[src/design/c5ss_pkg.sv]
// ----------------------------------------------------------------------------
// c5ss_pkg
// Shared constants and types of the streaming 5x5 convolution core.
// ----------------------------------------------------------------------------
`default_nettype none

package c5ss_pkg;

  // Kernel geometry: a 5x5 window centered on the output position.
  localparam int KSIZE = 5;
  localparam int KHALF = 2;

  // The sum is divided by 16 (truncating toward zero) and clamped to -16..16.
  localparam int SCALE_SHIFT = 4;
  localparam int SAT_HI      = 16;
  localparam int SAT_LO      = -16;
  localparam int RESULT_W    = 6;

  // Register file layout.
  localparam int COEF_REG_W = 40;
  localparam int SIZE_REG_W = 11;
  localparam int SIZE_RESET = 1024;
  localparam int CFG_IDX_W  = 3;

  localparam logic [CFG_IDX_W-1:0] REG_COEF_LAST    = 3'd4;
  localparam logic [CFG_IDX_W-1:0] REG_IMAGE_WIDTH  = 3'd5;
  localparam logic [CFG_IDX_W-1:0] REG_IMAGE_HEIGHT = 3'd6;

  // Queue depths between the front end, the datapath and the output.
  localparam int MID_DEPTH = 4;
  localparam int OUT_DEPTH = 8;

  // One register write as seen by the front end and the datapath.
  typedef struct packed {
    logic                  we;
    logic [CFG_IDX_W-1:0]  idx;
    logic [COEF_REG_W-1:0] data;
  } cfg_wr_t;

  // Control that the front end attaches to every item it passes on.
  typedef struct packed {
    logic             emit;    // item produces a result
    logic             last;    // result closes the frame
    logic [KSIZE-1:0] row_ok;  // kernel row lies inside the image
    logic [KSIZE-1:0] col_ok;  // kernel column lies inside the image
  } item_ctrl_t;

  // One result item.
  typedef struct packed {
    logic signed [RESULT_W-1:0] value;
    logic                       last;
  } out_item_t;

endpackage

`default_nettype wire

[src/design/c5ss_front.sv]
// ----------------------------------------------------------------------------
// c5ss_front
// Front end: accepts items, tracks the raster position of input and output,
// drops early drains and tags each remaining item with its result control.
// ----------------------------------------------------------------------------
`default_nettype none

module c5ss_front #(
  parameter int MAX_WIDTH  = 1024,
  parameter int MAX_HEIGHT = 1024,
  parameter int PIXEL_BITS = 16
) (
  input  logic                              clk_i,
  input  logic                              rst_ni,
  input  c5ss_pkg::cfg_wr_t                 cfg_i,
  input  logic                              push_i,
  input  logic                              kind_i,
  input  logic signed [PIXEL_BITS-1:0]      pixel_i,
  input  logic                              queue_full_i,
  output logic                              queue_push_o,
  output logic signed [PIXEL_BITS-1:0]      pix_o,
  output logic [$clog2(MAX_WIDTH)-1:0]      addr_o,
  output c5ss_pkg::item_ctrl_t              ctrl_o
);

  localparam int CW = $clog2(MAX_WIDTH);
  localparam int WW = $clog2(MAX_WIDTH + 1);
  localparam int HW = $clog2(MAX_HEIGHT + 1);
  localparam int RW = $clog2(MAX_HEIGHT + 4);
  localparam int OW = $clog2(MAX_HEIGHT);

  // Clamp a written size to 1..maximum.
  function automatic logic [WW-1:0] clamp_w(logic [c5ss_pkg::SIZE_REG_W-1:0] v);
    logic [WW-1:0] r;
    if (v == '0) begin
      r = WW'(1);
    end else if (32'(v) > MAX_WIDTH) begin
      r = WW'(MAX_WIDTH);
    end else begin
      r = WW'(v);
    end
    return r;
  endfunction

  function automatic logic [HW-1:0] clamp_h(logic [c5ss_pkg::SIZE_REG_W-1:0] v);
    logic [HW-1:0] r;
    if (v == '0) begin
      r = HW'(1);
    end else if (32'(v) > MAX_HEIGHT) begin
      r = HW'(MAX_HEIGHT);
    end else begin
      r = HW'(v);
    end
    return r;
  endfunction

  logic [WW-1:0] w_q;
  logic [HW-1:0] h_q;
  logic [CW-1:0] in_col_q, in_col_d;
  logic [RW-1:0] in_row_q, in_row_d;
  logic [CW-1:0] out_col_q, out_col_d;
  logic [OW-1:0] out_row_q, out_row_d;

  logic          accept, pixel_slot, process;
  logic          warm, out_last, col_wrap, out_col_wrap;
  logic [CW-1:0] w_last;
  logic [OW-1:0] h_last;
  logic          size_write;

  assign accept       = push_i && !queue_full_i;
  assign pixel_slot   = 32'(in_row_q) < 32'(h_q);
  assign process      = accept && !(kind_i && pixel_slot);
  assign w_last       = CW'(w_q - WW'(1));
  assign h_last       = OW'(h_q - HW'(1));
  assign col_wrap     = (in_col_q == w_last);
  assign out_col_wrap = (out_col_q == w_last);
  assign out_last     = warm && (out_row_q == h_last) && out_col_wrap;
  assign size_write   = cfg_i.we && ((cfg_i.idx == c5ss_pkg::REG_IMAGE_WIDTH) ||
                                     (cfg_i.idx == c5ss_pkg::REG_IMAGE_HEIGHT));

  // Warm-up: a result exists once the input slot reaches 2*width+2.
  always_comb begin
    int row;
    row  = int'(in_row_q);
    warm = (row > c5ss_pkg::KHALF + 1) ||
           ((row == c5ss_pkg::KHALF + 1) && (int'(w_q) >= c5ss_pkg::KHALF)) ||
           ((row == c5ss_pkg::KHALF) && (int'(in_col_q) >= c5ss_pkg::KHALF));
  end

  // Zero padding: which kernel rows and columns fall inside the image.
  always_comb begin
    int rr;
    int cc;
    ctrl_o.emit = warm;
    ctrl_o.last = out_last;
    for (int k = 0; k < c5ss_pkg::KSIZE; k++) begin
      rr = int'(out_row_q) + c5ss_pkg::KHALF - k;
      cc = int'(out_col_q) + c5ss_pkg::KHALF - k;
      ctrl_o.row_ok[k] = (rr >= 0) && (rr < int'(h_q));
      ctrl_o.col_ok[k] = (cc >= 0) && (cc < int'(w_q));
    end
  end

  // Item passed on to the datapath; drain slots feed zeros.
  assign queue_push_o = process;
  assign pix_o        = pixel_slot ? pixel_i : '0;
  assign addr_o       = in_col_q;

  // Position counters.
  always_comb begin
    in_col_d  = in_col_q;
    in_row_d  = in_row_q;
    out_col_d = out_col_q;
    out_row_d = out_row_q;
    if (process) begin
      if (col_wrap) begin
        in_col_d = '0;
        in_row_d = in_row_q + RW'(1);
      end else begin
        in_col_d = in_col_q + CW'(1);
      end
      if (warm) begin
        if (out_col_wrap) begin
          out_col_d = '0;
          out_row_d = out_row_q + OW'(1);
        end else begin
          out_col_d = out_col_q + CW'(1);
        end
      end
    end
    // The final result of a frame and a size change both restart the frame.
    if ((process && out_last) || size_write) begin
      in_col_d  = '0;
      in_row_d  = '0;
      out_col_d = '0;
      out_row_d = '0;
    end
  end

  always_ff @(posedge clk_i or negedge rst_ni) begin
    if (!rst_ni) begin
      w_q       <= clamp_w(c5ss_pkg::SIZE_REG_W'(c5ss_pkg::SIZE_RESET));
      h_q       <= clamp_h(c5ss_pkg::SIZE_REG_W'(c5ss_pkg::SIZE_RESET));
      in_col_q  <= '0;
      in_row_q  <= '0;
      out_col_q <= '0;
      out_row_q <= '0;
    end else begin
      if (cfg_i.we && (cfg_i.idx == c5ss_pkg::REG_IMAGE_WIDTH)) begin
        w_q <= clamp_w(cfg_i.data[c5ss_pkg::SIZE_REG_W-1:0]);
      end
      if (cfg_i.we && (cfg_i.idx == c5ss_pkg::REG_IMAGE_HEIGHT)) begin
        h_q <= clamp_h(cfg_i.data[c5ss_pkg::SIZE_REG_W-1:0]);
      end
      in_col_q  <= in_col_d;
      in_row_q  <= in_row_d;
      out_col_q <= out_col_d;
      out_row_q <= out_row_d;
    end
  end

endmodule

`default_nettype wire

[config.mk]
export PLATFORM = sky130hd
export DESIGN_NAME = c5ss_front
export DESIGN_NICKNAME = d
export VERILOG_FILES = /design/src/design/c5ss_pkg.sv /design/src/design/c5ss_front.sv
export SDC_FILE = /design/constraint.sdc
export NUM_CORES = 1
export LEC_CHECK = 0
export ABC_AREA = 0
export BUFFER_PORTS_ARGS = -buffer_cell sky130_fd_sc_hd__buf_2
export CORE_MARGIN = 5
export CORE_UTILIZATION = 50
export CTS_BUF_LIST = sky130_fd_sc_hd__clkbuf_2 sky130_fd_sc_hd__clkbuf_4 sky130_fd_sc_hd__clkbuf_8
export DETAILED_ROUTE_END_ITERATION = 12
export GPL_ROUTABILITY_DRIVEN = 0
export PLACE_DENSITY = 0.7
export SLEW_MARGIN = 20
export SYNTH_ARGS = -nofsm -noshare
export SYNTH_HDL_FRONTEND = slang
export SYNTH_SLANG_ARGS = --single-unit
[constraint.sdc]
create_clock -name clk_i -period 4.28 [get_ports clk_i]
set_clock_uncertainty 0.05 [all_clocks]
set_input_delay 0.214 -clock clk_i [delete_from_list [all_inputs] [get_ports clk_i]]
set_output_delay 0.214 -clock clk_i [all_outputs]
set_load 0.05 [all_outputs]
== Word level (Yosys, flattened, before mapping) ==
Cells that the tools add are included.
W data, S select, Z words.
Cells by class
  order comparisons: 25
  shifts and indexed selects: 0
  div/mod/pow operators: 0
  bitwise operators: 0
  multiplexer cells: 17
  equal/unequal tests: 7
  reduce and logical (&&, ||, !) cells: 35
  multipliers: 0
  $add $sub $neg: 16
Operators with widths (number)
  $ge A32 B1 Y1 const B: 8
  $lt A32 B12 Y1: 6
  $sub A32 B3 Y32 const B: 4
  $mux W10: 11
  $sub A32 B2 Y32 const B: 2
  $mux W11: 5
  $lt A11 B11 Y1: 3
  $add A10 B1 Y10 const B: 3
  $eq A10 B10 Y1: 3
  $ge A12 B1 Y1 const B: 2
  $lt A12 B12 Y1: 2
  $sub A11 B3 Y12 const B: 2
  $add A10 B2 Y11 const B: 2
  $eq A11 B3 Y1 const B: 2
  $logic_and A1 B1 Y1: 21
  $sub A10 B1 Y10 const B: 2
  $mux W16: 1
  $add A11 B1 Y11 const B: 1
  $ge A11 B2 Y1 const B: 1
  $gt A11 B11 Y1 const B: 1
  $gt A11 B2 Y1 const B: 1
  $logic_not A11 Y1: 1
  $ge A10 B2 Y1 const B: 1
  $reduce_bool A2 Y1: 4
  5 further kinds: 11
Word-level totals
  latch bits: 0
  bits in writable memories: 0
  bits in registers: 63
  bits in read-only memories: 0
  output and inout port bits: 39
  memories kept: 0

== Logic depth before layout (Yosys ltp) ==
  depth after elaboration: 10
  mapped depth: 17
  mapped depth without buffers: 15

== Least setup slack after synthesis ==
No wires, ideal clock.
  kind: register to output
  start point: reg out_row_q[1]
  end point: out ctrl_o[7] in the netlist's numbering
  path slack: -1.370 ns
  arrival: 5.386 ns
  path buffers: 2
  stages on the path, launching flop included: 15
  required time: 4.016 ns
  cell sequence: dfrtp_1 clkbuf_1 inv_1 ha_1 clkbuf_1 inv_1 ha_1 nand2_1 nor2_1 nand3_1 nor2_1 ha_1 inv_1 ha_1 a2111oi_0
RTL lines
  start: declaration: line c5ss_front.sv:62  | logic [OW-1:0] out_row_q, out_row_d;
  start signal: assignment: line c5ss_front.sv:158  | out_row_q <= out_row_d;
  end: declaration: line c5ss_front.sv:23  | output c5ss_pkg::item_ctrl_t ctrl_o

==> results.md <==
- Outcome: complete, but fails checks
- Violations in the final reports: negative hold slack
- Worst vdd ir: 0.0007677 V
- Final ANT Viol Nets: 0
- Die Y: 139.2 µm
- DRT iter0 DRCs: roughly 490
- Initial antenna violation count: 0
- Share of cells above drive strength 1: 0.1483
- Hold Slack: -0.02259 ns
- Commonest cells after routing, fill and taps aside: ha_1, nand2_1, xnor2_1
- Clock latency on the worst-skew pair: 0.37 ns
- Critical Path End Type: primary output
- Fin crit share: 0.9471
- Fin cells: 1,339
- Global-route wire length before repair: 36,490 µm
- CTS Buffer Depth: 2
- CTS Buf Count: 9
- Dpl cells: approximately 1.3k
- GRT Util Overall: 0.2257
- Syn_nets: 1,246
- Global route overflow: 0
- Critical path class: reg2out
- Die Area: between 15,000 and 20,000 µm²
- Pint: 0.002626 W
- Clk sinks: 63
- Average vias per placed instance: 5.692
- Post-Syn Area: approximately 8300 µm²
- CP startpoint: w_q[1]
- Leak pwr: 4.424 nW
- Clock Power Share: 0.089
- DRC viols: 0
- Total Routed Length: ~22,000 µm
- Core area: 16,470 µm²
- RR Startpoint: w_q[1]
- CTS tree: done
- # IOs: 104
- CTS H-tree depth: 3
- Commonest non-fill, non-tap cell in the layout: ha_1
- Final min period: 4.054 ns
- Avg Cell Area, Syn: 8.071 µm²
- Sequential area share after synthesis: 0.1892
- Max-slew headroom at the worst pin: 0.3600
- Antenna Cells: 0
- Total of max-cap violations: 0
- Largest stage delay, worst path: between 0.5 and 0.6 ns
- Die Wd: 139.2 µm
- Synth unique cells: 71
- Sw Share: 0.5257
- Slowest cell on the critical path: or4_1
- Fmax: 246.7 MHz
- Buffers on Ports: 74
- Gate Count Post-Synth: 1,034
- Critical Path RT: 4.02 ns
- Reg clk slew, reported paths: roughly 0.070 ns
- Area delta synth->final: 11.65%
- Pre-antenna DRT Iters: 6
- FP Rows: 47
- Synth warnings: 0
- Post-synth ARST share: 1.000
- Most used DFF post-synth: dfrtp_1
- Share of total power in combinational logic: 0.756
- Critical Path Source Type: flip-flop
- CP Max Fanout: 7
- Largest net degree at the start of global routing: 64
- Setup_tns: 0 ns
- Post-DP Area: 9074 µm²
- PD cells: 594.2 nW/µm²
- Wire length per cell: 16.43 µm
- Vias in the first global route: 7,319
- CP cell instances: inv_1, ha_1, nor3b_2, o2111a_1, o32ai_1, or4_1, a2111o_1, a311oi_1, buf_2
- Register share of total power: 0.155
- Final #Nets: about 1.3k
- Hold Vio Cnt, Final: 37
- Hold Crit Class: in2async
- Design area: 9318 µm²
- Initial Util: 0.5068
- Crit path DAT: approximately 3.8 ns
- Switch Pwr: 0.002911 W
- Vias: about 7.6k
- Slew Limit Fails: 0
- Setup Viol. Count Final: 0
- Clk root buf: clkbuf_8
- Number of synthesized register bits: 63
- Worst slew pin tran: 0.9500 ns
- EDFF count, synth: 0
- Hpwl dp: 17,630 µm
==> cells by family after synthesis <==
logic type / after synthesis / synth area share
simple gates: 357 / 0.2232
compound gates: 227 / 0.1763
fa+ha+maj: 147 / 0.2204
xor+xnor: 124 / 0.1310
buf+inv: 112 / 0.05457
flops: 63 / 0.1892
mux: 4 / 0.005247
==> final cells by class <==
cell class                      instances  area [µm²]
Fill cell                            1575        7148
Tap cell                              220       275.3
Clock buffer                           10       137.6
Inverter                               71       270.3
Sequential cell                        63        1582
Clock inverter                          6       45.04
Multi-Input combinational cell        859        6352
Timing Repair Buffer                  110       655.6
==> per-stage QoR <==
step | util | total power (W) | setup WS, ns
final | 0.5659 | 0.005537 | 0.2263
after global routing | 0.5659 | 0.006097 | -0.03093
after CTS | 0.5623 | 0.005489 | 0.03371
after detailed placement | 0.5511 | 0.004971 | 0.3996
after global placement | 0.5511 | 0.004882 | 0.4762
after floorplan | - | 0.004026 | -0.02487
==> cells in the mapped netlist (all sizes together) (4+ instances only) <==
| cell type | count | share of area |
|---|---|---|
| a211oi | 14 | 0.013 |
| a21o | 15 | 0.013 |
| a21oi | 57 | 0.034 |
| a31oi | 4 | 0.0030 |
| and2 | 24 | 0.018 |
| and3 | 9 | 0.0067 |
| buf | 15 | 0.011 |
| clkbuf | 26 | 0.012 |
| dfrtp | 61 | 0.18 |
| ha | 147 | 0.22 |
| inv | 70 | 0.031 |
| nand2 | 93 | 0.042 |
| nand2b | 30 | 0.022 |
| nand3 | 34 | 0.022 |
| nand4 | 19 | 0.017 |
| nor2 | 72 | 0.032 |
| nor2b | 18 | 0.013 |
| nor3 | 18 | 0.011 |
| nor4 | 15 | 0.014 |
| o211ai | 4 | 0.0036 |
| o21a | 14 | 0.013 |
| o21ai | 72 | 0.044 |
| o21bai | 6 | 0.0054 |
| o2bb2ai | 4 | 0.0042 |
| o31ai | 11 | 0.013 |
| o41ai | 4 | 0.0042 |
| or3 | 8 | 0.0060 |
| xnor2 | 82 | 0.087 |
| xor2 | 42 | 0.044 |
==> sequential cells by signal (all words and copies together), names as in the netlist <==
signal,flops
in_row_q,11
w_q,11
out_row_q,10
addr_o,10
h_q,11
out_col_q,10
==> power groups by stage <==
stage                     logic [W]  registers (W)  clock network (W)
after floorplan             0.00319       0.000834                  0
after global placement      0.00402       0.000862                  0
after detailed placement    0.00411       0.000866                  0
after CTS                   0.00414       0.000854           0.000498
after global routing        0.00470       0.000875           0.000525
final                       0.00419       0.000859           0.000490
==> what timing repair did <==
item                                    in CTS  in global routing
endpoints found under the setup margin       1                  4
hold buffers                                 0                  0
setup buffers                                0                  3
resized for setup                            1                 17
==> critical path, delay by kind of cell (launching register included) <==
family          cells  cell delay (ns)
fa+ha+maj           1             0.33
buf+inv             2             0.54
flops               1             0.42
simple gates        2             0.95
compound gates      4             1.18
==> per-layer routing <==
layer / wire, µm / track usage / share of wire
met3: 941 / 0.02897 / 0.043
met4: 238 / 0.04789 / 0.011
met2: 10260 / 0.3748 / 0.47
met5: 0 / 0 / 0
met1: 10560 / 0.3160 / 0.48
==> final timing paths <==
path	end	slack, ns	cells after the start
min in group clk_i	w_q[5]	0.09	3
hold / removal	addr_o[4]	-0.02	2
setup reg to reg	out_row_q[5]	0.39	11
max in group asynchronous	out_row_q[3]	3.62	2
hold reg to reg	h_q[9]	0.51	2
setup / recovery	ctrl_o[10]	0.23	9
Power figures use the tool's default switching activity.
