==> config.mk <==
export PLATFORM = sky130hd
export DESIGN_NAME = c5ss_fifo
export DESIGN_NICKNAME = d
export VERILOG_FILES = /design/src/design/c5ss_fifo.sv
export SDC_FILE = /design/constraint.sdc
export NUM_CORES = 1
export LEC_CHECK = 0
export BUFFER_PORTS_ARGS = -buffer_cell sky130_fd_sc_hd__buf_2
export CORE_UTILIZATION = 25
export CTS_BUF_LIST = sky130_fd_sc_hd__clkbuf_4 sky130_fd_sc_hd__clkbuf_8 sky130_fd_sc_hd__clkbuf_16
export DETAILED_ROUTE_END_ITERATION = 7
export PLACE_DENSITY = 0.39
export SETUP_SLACK_MARGIN = 0.4
export SLEW_MARGIN = 20
export SYNTH_ARGS = -nofsm -noshare
export SYNTH_HDL_FRONTEND = slang
export SYNTH_SLANG_ARGS = --single-unit
==> constraint.sdc <==
create_clock -name clk_i -period 2 [get_ports clk_i]
set_input_delay 0.4 -clock clk_i [delete_from_list [all_inputs] [get_ports clk_i]]
set_output_delay 0.4 -clock clk_i [all_outputs]
set_load 0.01 [all_outputs]
==> src/design/c5ss_fifo.sv <==
// ----------------------------------------------------------------------------
// c5ss_fifo
// Small register-based first-in first-out queue with full and empty flags.
// ----------------------------------------------------------------------------
`default_nettype none

module c5ss_fifo #(
  parameter int WIDTH = 8,
  parameter int DEPTH = 4
) (
  input  logic             clk_i,
  input  logic             rst_ni,
  input  logic             push_i,
  input  logic [WIDTH-1:0] wdata_i,
  input  logic             pop_i,
  output logic [WIDTH-1:0] rdata_o,
  output logic             full_o,
  output logic             empty_o
);

  localparam int PW = (DEPTH > 1) ? $clog2(DEPTH) : 1;
  localparam int NW = $clog2(DEPTH + 1);

  logic [WIDTH-1:0] mem_q [DEPTH];
  logic [PW-1:0]    wr_ptr_q, wr_ptr_d;
  logic [PW-1:0]    rd_ptr_q, rd_ptr_d;
  logic [NW-1:0]    count_q, count_d;
  logic             do_push, do_pop;

  assign full_o  = (count_q == NW'(DEPTH));
  assign empty_o = (count_q == '0);
  assign do_push = push_i && !full_o;
  assign do_pop  = pop_i && !empty_o;
  assign rdata_o = mem_q[rd_ptr_q];

  // Pointer and fill-level update.
  always_comb begin
    wr_ptr_d = wr_ptr_q;
    rd_ptr_d = rd_ptr_q;
    count_d  = count_q;
    if (do_push) begin
      wr_ptr_d = (wr_ptr_q == PW'(DEPTH - 1)) ? '0 : wr_ptr_q + PW'(1);
    end
    if (do_pop) begin
      rd_ptr_d = (rd_ptr_q == PW'(DEPTH - 1)) ? '0 : rd_ptr_q + PW'(1);
    end
    if (do_push && !do_pop) begin
      count_d = count_q + NW'(1);
    end else if (do_pop && !do_push) begin
      count_d = count_q - NW'(1);
    end
  end

  always_ff @(posedge clk_i or negedge rst_ni) begin
    if (!rst_ni) begin
      wr_ptr_q <= '0;
      rd_ptr_q <= '0;
      count_q  <= '0;
    end else begin
      wr_ptr_q <= wr_ptr_d;
      rd_ptr_q <= rd_ptr_d;
      count_q  <= count_d;
    end
  end

  // Storage holds payload only.
  always_ff @(posedge clk_i) begin
    if (do_push) begin
      mem_q[wr_ptr_q] <= wdata_i;
    end
  end

endmodule

`default_nettype wire

Word level (Yosys, flattened, before mapping)
Memory sizes are Yosys's and may differ from the RTL's.
Index checks and enable logic that the tools add are counted.
- register bits: 7
- memory bits (writable): 32
- input port bits: 12
- output and inout port bits: 10
- memories kept: 1
- add/subtract/negate cells: 4
- equality and inequality tests: 3
- muxes and demuxes: 6
- reduce and logical (&&, ||, !) cells: 10
- memory list (memory ; depth ; width ; read ports ; clocked after Yosys merged registers in ; write ports ; RTL line ; source):
    mem_q ; 4 ; 8 ; 1 ; 0 ; 1 ; 24 ; logic [WIDTH-1:0] mem_q [DEPTH];
- operators by type and width (cell ; count):
    2-to-1 mux 3 bit ; 2
    adder 2 x 1 -> 2 bit (second input constant) ; 2
    == test 2 bit (second input constant) ; 2
    logical AND 1 bit ; 4
    zero test 1 bit ; 4
    2-to-1 mux 2 bit ; 2
    adder 3 x 1 -> 3 bit (second input constant) ; 1
    == test 3 bit (second input constant) ; 1
    zero test 3 bit ; 1
    subtractor 3 x 1 -> 3 bit (second input constant) ; 1
    2-to-1 mux 1 bit ; 2
    nonzero test 2 bit ; 1

Longest topological paths before layout
Gate-level depths: netlist of the first run.
- word-level depth: 7
- gate-level depth with buffers: 9
- depth with buffers taken out: 8

Worst setup path before layout of the first run
OpenSTA, ideal clock, no wires.
- path kind: reg-to-reg
- from: register count_q[0]
- to: register count_q[2]
- arrival time: 1.984 ns
- setup slack: -0.064 ns
- cell stages (with the launch flop): 9
- buffers on the path: 0
- cell sequence: dfrtp_1 > nor3_1 > nand2b_4 > ha_1 > inv_1 > fa_1 > xor2_1 > nor2_1 > xor2_1
- longest elaborated chain between the ends: 6
- elaborated cells between the ends (all ways): 15
- classes of those cells: 2 x add/sub; 1 x eq/ne; 2 x mux; 10 x reduce/logical
- ends and longest elaborated chain (what ; RTL line ; source):
    start, declared ; 27 ; logic [NW-1:0] count_q, count_d;
    start signal, assigned ; 62 ; count_q <= count_d;
    zero test 3 bit * ; 31 ; assign empty_o = (count_q == '0);
    via empty_o ; 18 ; output logic empty_o
    zero test 1 bit * ; 33 ; assign do_pop = pop_i && !empty_o;
    logical AND 1 bit * ; 33 ;
    zero test 1 bit ; 47 ; if (do_push && !do_pop) begin
    logical AND 1 bit ; 47 ;
    2-to-1 mux 3 bit / nonzero test 2 bit (equally long branches) ; n/a ;
Mark *: on every way through the listed nets, which the timed path passes. The rest lies on a longest branch. The select of a mux whose other input is x is not followed.
A chain may end at the register's enable or synchronous reset.

Final worst setup path of the first run
- from: register count_q[1]
- to: register count_q[1]
- longest elaborated chain between the ends: 6
- elaborated cells between the ends (all ways): 15
- classes of those cells: 2 x add/sub; 1 x eq/ne; 2 x mux; 10 x reduce/logical
- ends and longest elaborated chain (what ; RTL line):
    branches (longest 5 deep; another with subtractor 3 x 1 -> 3 bit) ; n/a
    2-to-1 mux 3 bit * ; 47
    via count_d[1] ; 27
Mark *: on every way through the listed nets, which the timed path passes. The select of a mux whose other input is x is not followed.

==> results of run 1 <==
cells by family (layout without fill, tap and decap cells):
group,Yosys count,after routing,synth area share
fa+ha+maj,7,7,0.0587
flops,39,39,0.701
simple gates,11,11,0.0541
mux,13,13,0.151
xor+xnor,3,3,0.0162
buf+inv,6,42,0.0193
state kept, by name, indices dropped and copies added, names as in the netlist:
signal and count:
mem_q 32, wr_ptr_q 2, rd_ptr_q 2, count_q 3
stage by stage:
stage	setup slack (ps)	power, mW
6_report	100	2.96
5_1_grt	16.8	3.17
4_1_cts	90.6	2.93
3_5_place_dp	92.7	2.29
3_3_place_gp	139	2.25
2_1_floorplan	127	1.94
power by group:
part | switching, mW | internal [mW] | total (mW)
combinational | 0.484 | 0.685 | 1.17
clock | 0.257 | 0.272 | 0.528
sequential | 0.156 | 1.11 | 1.26
total | 0.897 | 2.06 | 2.96
cells in the mapped netlist (all sizes together):
cell / count
and2: 4
fa: 1
nor3: 1
buf: 3
ha: 6
nor3b: 1
nand2b: 1
dfrtp: 7
nor2: 3
xor2: 2
mux2: 5
xnor2: 1
edfxtp: 32
nor2b: 1
inv: 3
mux4: 8
what timing repair did:
item | 4_1_cts | 5_1_grt
endpoints found under the hold margin | 7 | 0
cloned | 0 | 0
resized for setup | 10 | 4
setup buffers | 3 | 3
pin swaps | 2 | 3
endpoints found under the setup margin | 42 | 11
hold buffers | 1 | 0
layout make-up:
class                           instances  share of cell area
Multi-Input combinational cell         34               0.237
Tap cell                               75              0.0460
Timing Repair Buffer                   31               0.109
Sequential cell                        39               0.559
Inverter                                3             0.00552
Clock buffer                            7              0.0411
Clock inverter                          1             0.00245
worst max path at each step:
stage / endpoint / depth (start not counted)
after global placement: count_q[2]$_DFFE_PN0P_ / 8
after CTS: rdata_o[2] / 3
after detailed placement: count_q[2]$_DFFE_PN0P_ / 8
final: count_q[1]$_DFFE_PN0P_ / 7
after floorplan: count_q[1]$_DFFE_PN0P_ / 7
after global routing: count_q[2]$_DFFE_PN0P_ / 8
metal layers:
| layer | wire length [um] | share of wire | vias to the layer above |
|---|---|---|---|
| met5 | 0 | 0 | - |
| met4 | 61 | 0.022 | 0 |
| met3 | 122 | 0.043 | 8 |
| met2 | 1480 | 0.52 | 18 |
| met1 | 1170 | 0.41 | 411 |
| li1 | - | - | 369 |
worst register-to-register path: cells and delay by family, from the launching register on:
kind / cells / cell delay [ps]
flops: 1 / 450
mux: 1 / 270
buf+inv: 2 / 200
simple gates: 2 / 300
fa+ha+maj: 2 / 580
cells in the final DEF (no fill, tap or decap), types with 2 or more instances in the layout:
master	n
nor2_1	3
xor2_1	2
buf_6	7
mux4_2	8
edfxtp_1	32
clkbuf_4	2
buf_4	7
ha_1	5
clkbuf_8	5
dfrtp_1	4
mux2_2	3
mux2_4	2
and2_4	4
buf_2	16
inv_1	2
dfrtp_2	3
==> results.toml, run 1 <==
[worst_setup_path]
timing.rr.start = "count_q[1]$_DFFE_PN0P_"
cp.arrival_ps = 2070
path_buf_inv = 2
crit_path_cell_trace = "buf_4 > nor3b_4 > nor2b_2 > ha_4 > inv_2 > fa_2 > mux2_2"
cp_max_fo = 4
crit_path_start = "count_q[1]$_DFFE_PN0P_"
worstRegToRegCells = 7
slowest_delay_ps = 450
required_ps = 2170
r2r-end = "count_q[1]$_DFFE_PN0P_"
crit_slowest_cell = "dfrtp_2"
critPathTopFamily = "adder cells"
worstSetupEndpointType = "register"
crit_path_start_kind = "register"
reg2reg_slack_ps = 100
worstSetupPathType = "register to register"

[global_routing]
grt_use_met3 = 0.0352
grt.overflow.total = 0
grt_pass1_vias = 876
antenna_found_initial = 0
grt_max_degree = 12
grtUsageMet2 = 0.165
grt_usage = 0.0982
busiest_layer = "met2"
grt_pass1_wl_mm = 4.44
met1_usage = 0.109

[timing]
relSlewSlack = 0.828
post-route-min-period_ps = 1900
rsz0062_at_grt = "true"
fmax_mhz = 526
slew_violations = 0
final-hold-violation-count = 0
fin_skew_ps = 2.43
holdWs_ps = 322
finalCritPeriodShare = 0.950
setup_viol = 0
tns_ps = 0
tightest_slew_ps = 258

[die]
dieArea_um2 = 6810
die_w_um = 82.5
ioPinCount = 22
initial_core_util = 0.266
die_h_um = 82.5
core_area_um2 = 6100
fp-row-count = 28

[clock_tree]
cts.clk_slew.worst_paths_ps = 70
ctsRootBufferMaster = "clkbuf_8"
numCtsBuffers = 5
cts_sinks = 39
clock_latency_ps = 280
cts-htree-levels = 2
tritoncts = "done"
clockBufferDepth = 2

[worst_hold_path]
hold_class = "primary input to register"
min_to = "mem_q[0][3]$_DFFE_PP_"
hold_depth = 1
holdCritStartpoint = "wdata_i[3]"

[drt]
routed_wl_mm = 2.84
vias_per_cell = 4.24
drtIter0Drc = 18
vias = 806
first_pass_iters = 2
antenna_left = 0
drt-wirelength-per-cell_um = 14.9
drc = 0

[placed_design]
io_buffers = 21
placed_cells = 175
hpwlAfterDp_mm = 1.88
placed_area_um2 = 1850
gp_congestion = 0.721

[finish]
fin_nets = 133
multi_input_area_um2 = 484
stdcell_area_um2 = 2040
fillers = 612
area_growth_pct = 25.9
stdcell_count = 190
drive_gt1_frac = 0.565
antenna_cells = 0
fin_util = 0.335
ff_latch_area_um2 = 1140

[power]
vdd_ir_drop_max_v = 0.000676
cellPowerDensity_nw_per_um2 = 1450
p_leak_nw = 0.767

[yosys]
ys_types = 19
netlist.area_leader.share = 0.593
yosys-top-cells-area = "edfxtp_1 (59%), mux4_2 (11%), dfrtp_1 (11%)"
syn-num-nets = 98
syn_area_um2 = 1620
synth_warnings = 0
post_synth.cell_area_avg_um2 = 20.5
synthCells = 79
yosys.area.top_type = "edfxtp_1"
ys_ff_latch = 39
ys_seq_area_frac = 0.701

[status]
status = "completed"

[flow_run]
maxCapViolCount = 0
Power figures use the tool's default switching activity.
==> run 2, diff against run 1 <==
Settings changed: RECOVER_POWER set to 25, REMOVE_ABC_BUFFERS set to 1.
==> run 2 against run 1 <==
Hold slack gained 7.8 ps. Global-route usage shrank 0.33 points. Non-clock buffer count grew 1. First-iteration DRC count grew 22%. Register-to-register slack gained 50 ps. Sequential cell count is the same. Critical endpoint is now rdata_o[1]. Worst setup slack gained 0.94 ps.
==> results.toml, run 2 (same netlist as run 1, synthesis figures left out) <==
[drt]
routed_wl_mm = 2.82
vias = 783
drt-wirelength-per-cell_um = 14.8
first_pass_iters = 3
vias_per_cell = 4.10
drtIter0Drc = 22
drc = 0
antenna_left = 0

[timing]
tightest_slew_ps = 258
final-hold-violation-count = 0
holdWs_ps = 330
post-route-min-period_ps = 1900
relSlewSlack = 0.828
fin_skew_ps = 6.34
finalCritPeriodShare = 0.949
fmax_mhz = 527
tns_ps = 0
slew_violations = 0
setup_viol = 0
rsz0062_at_grt = "true"

[worst_setup_path]
worstSetupEndpointType = "output port"
reg2reg_slack_ps = 150
worstSetupPathType = "register to output port"
required_ps = 1600
timing.rr.start = "count_q[1]$_DFFE_PN0P_"
path_common_cell = "buf_6"
crit_path_cell_trace = "buf_6 > mux4_2 > buf_6"
crit_path_start = "rd_ptr_q[0]$_DFFE_PN0P_"
r2r-end = "count_q[2]$_DFFE_PN0P_"
slowest_delay_ps = 520
crit_slowest_cell = "mux4_2"
path_buf_inv = 2
worstRegToRegCells = 8
critPathTopFamily = "multiplexers"
crit_path_start_kind = "register"
cp.arrival_ps = 1500
cp_max_fo = 5

[placed_design]
io_buffers = 21
placed_cells = 177
gp_congestion = 0.734
hpwlAfterDp_mm = 1.84

[finish]
fin_util = 0.345
largest_reg_flops = 32
layout_common_cells = "edfxtp_1 (32), buf_6 (10), mux4_2 (8), buf_4 (8), clkbuf_1 (7)"
largest_register = "mem_q"
drive_gt1_frac = 0.483
fin_nets = 134
stdcell_count = 191
largest_registers = "mem_q: 32 flops, count_q: 3 flops"
final_common_cell = "edfxtp_1"
area_growth_pct = 29.7
antenna_cells = 0

[worst_hold_path]
hold_depth = 1
min_to = "mem_q[0][3]$_DFFE_PP_"
holdCritStartpoint = "wdata_i[3]"
hold_class = "primary input to register"

[status]
status = "completed"

[power]
totalPowerFinal_mw = 3.27
cellPowerDensity_nw_per_um2 = 1560
seqPwrFrac = 0.380
p_int_mw = 2.35
power.switching_uw = 913
comb_power_share = 0.380
clock_power_share = 0.239
p_leak_nw = 0.783
vdd_ir_drop_max_v = 0.000484
netSwitchingFraction = 0.280

[clock_tree]
clock_latency_ps = 290
ctsRootBufferMaster = "clkbuf_8"
cts.clk_slew.worst_paths_ps = 70
tritoncts = "done"
cts-htree-levels = 2
numCtsBuffers = 5
cts_sinks = 39
clockBufferDepth = 2

[global_routing]
grt_pass1_vias = 831
grt_pass1_wl_mm = 4.22
antenna_found_initial = 0
grt_usage = 0.0949
grt.overflow.total = 0
grt_max_degree = 13

[die]
dieArea_um2 = 6810
fp-row-count = 28
die_h_um = 82.5
ioPinCount = 22
initial_core_util = 0.266
core_area_um2 = 6100
die_w_um = 82.5

[flow_run]
maxCapViolCount = 0
run 2: cell count changes in the layout (fill, tap and decap cells not counted), moves of 2 or more:
| cell | delta |
|---|---|
| dfrtp_1 | +2 |
| bufinv_16 | +2 |
| buf_6 | +3 |
| clkbuf_1 | +7 |
| dfrtp_2 | -2 |
| buf_2 | -10 |
run 2: how the worst max path moves through the flow:
stage                             endpoint  slack, ps  cells after the start
floorplan           count_q[2]$_DFFE_PN0P_        -60                      8
global placement    count_q[2]$_DFFE_PN0P_        140                      8
detailed placement  count_q[2]$_DFFE_PN0P_         40                      8
CTS                             rdata_o[1]         70                      3
global route                    rdata_o[1]         20                      3
finish                          rdata_o[1]        100                      3
run 2: routing by layer:
layer	routed length (um)	vias to the layer above	GRT usage
met5	0	-	0
met3	89	7	0.0319
met4	63	0	0.0569
li1	-	370	-
met2	1470	14	0.155
met1	1200	392	0.107
run 2: final cells by class:
type | instances | area, um2
Fill cell | 609 | 4000
Clock buffer | 6 | 76.3
Timing Repair Buffer | 32 | 239
Multi-Input combinational cell | 34 | 483
Tap cell | 75 | 93.8
Inverter | 3 | 11.3
Clock inverter | 2 | 60.1
Sequential cell | 39 | 1140
run 2: repair_timing:
item                                    CTS  global route
endpoints found under the hold margin     7             0
gates resized for setup                   9            12
pin swaps                                 2             4
endpoints found under the setup margin   10            42
buffers inserted                          3             2
hold buffers                              1             0
run 2: through the flow:
| step | cell area, um2 | setup WS, ps |
|---|---|---|
| after floorplan | 1600 | -64.2 |
| after global placement | 1840 | 139 |
| after detailed placement | 1840 | 41.0 |
| after CTS | 2050 | 71.2 |
| after global routing | 2100 | 24.4 |
| final | 2100 | 101 |
run 2: power by group through the flow:
stage,Combinational [mW],Sequential [mW],Clock [mW]
floorplan,0.617,1.26,0
global placement,0.992,1.24,0
detailed placement,1.01,1.26,0
CTS,1.13,1.25,0.804
global route,1.36,1.27,0.836
finish,1.24,1.24,0.782
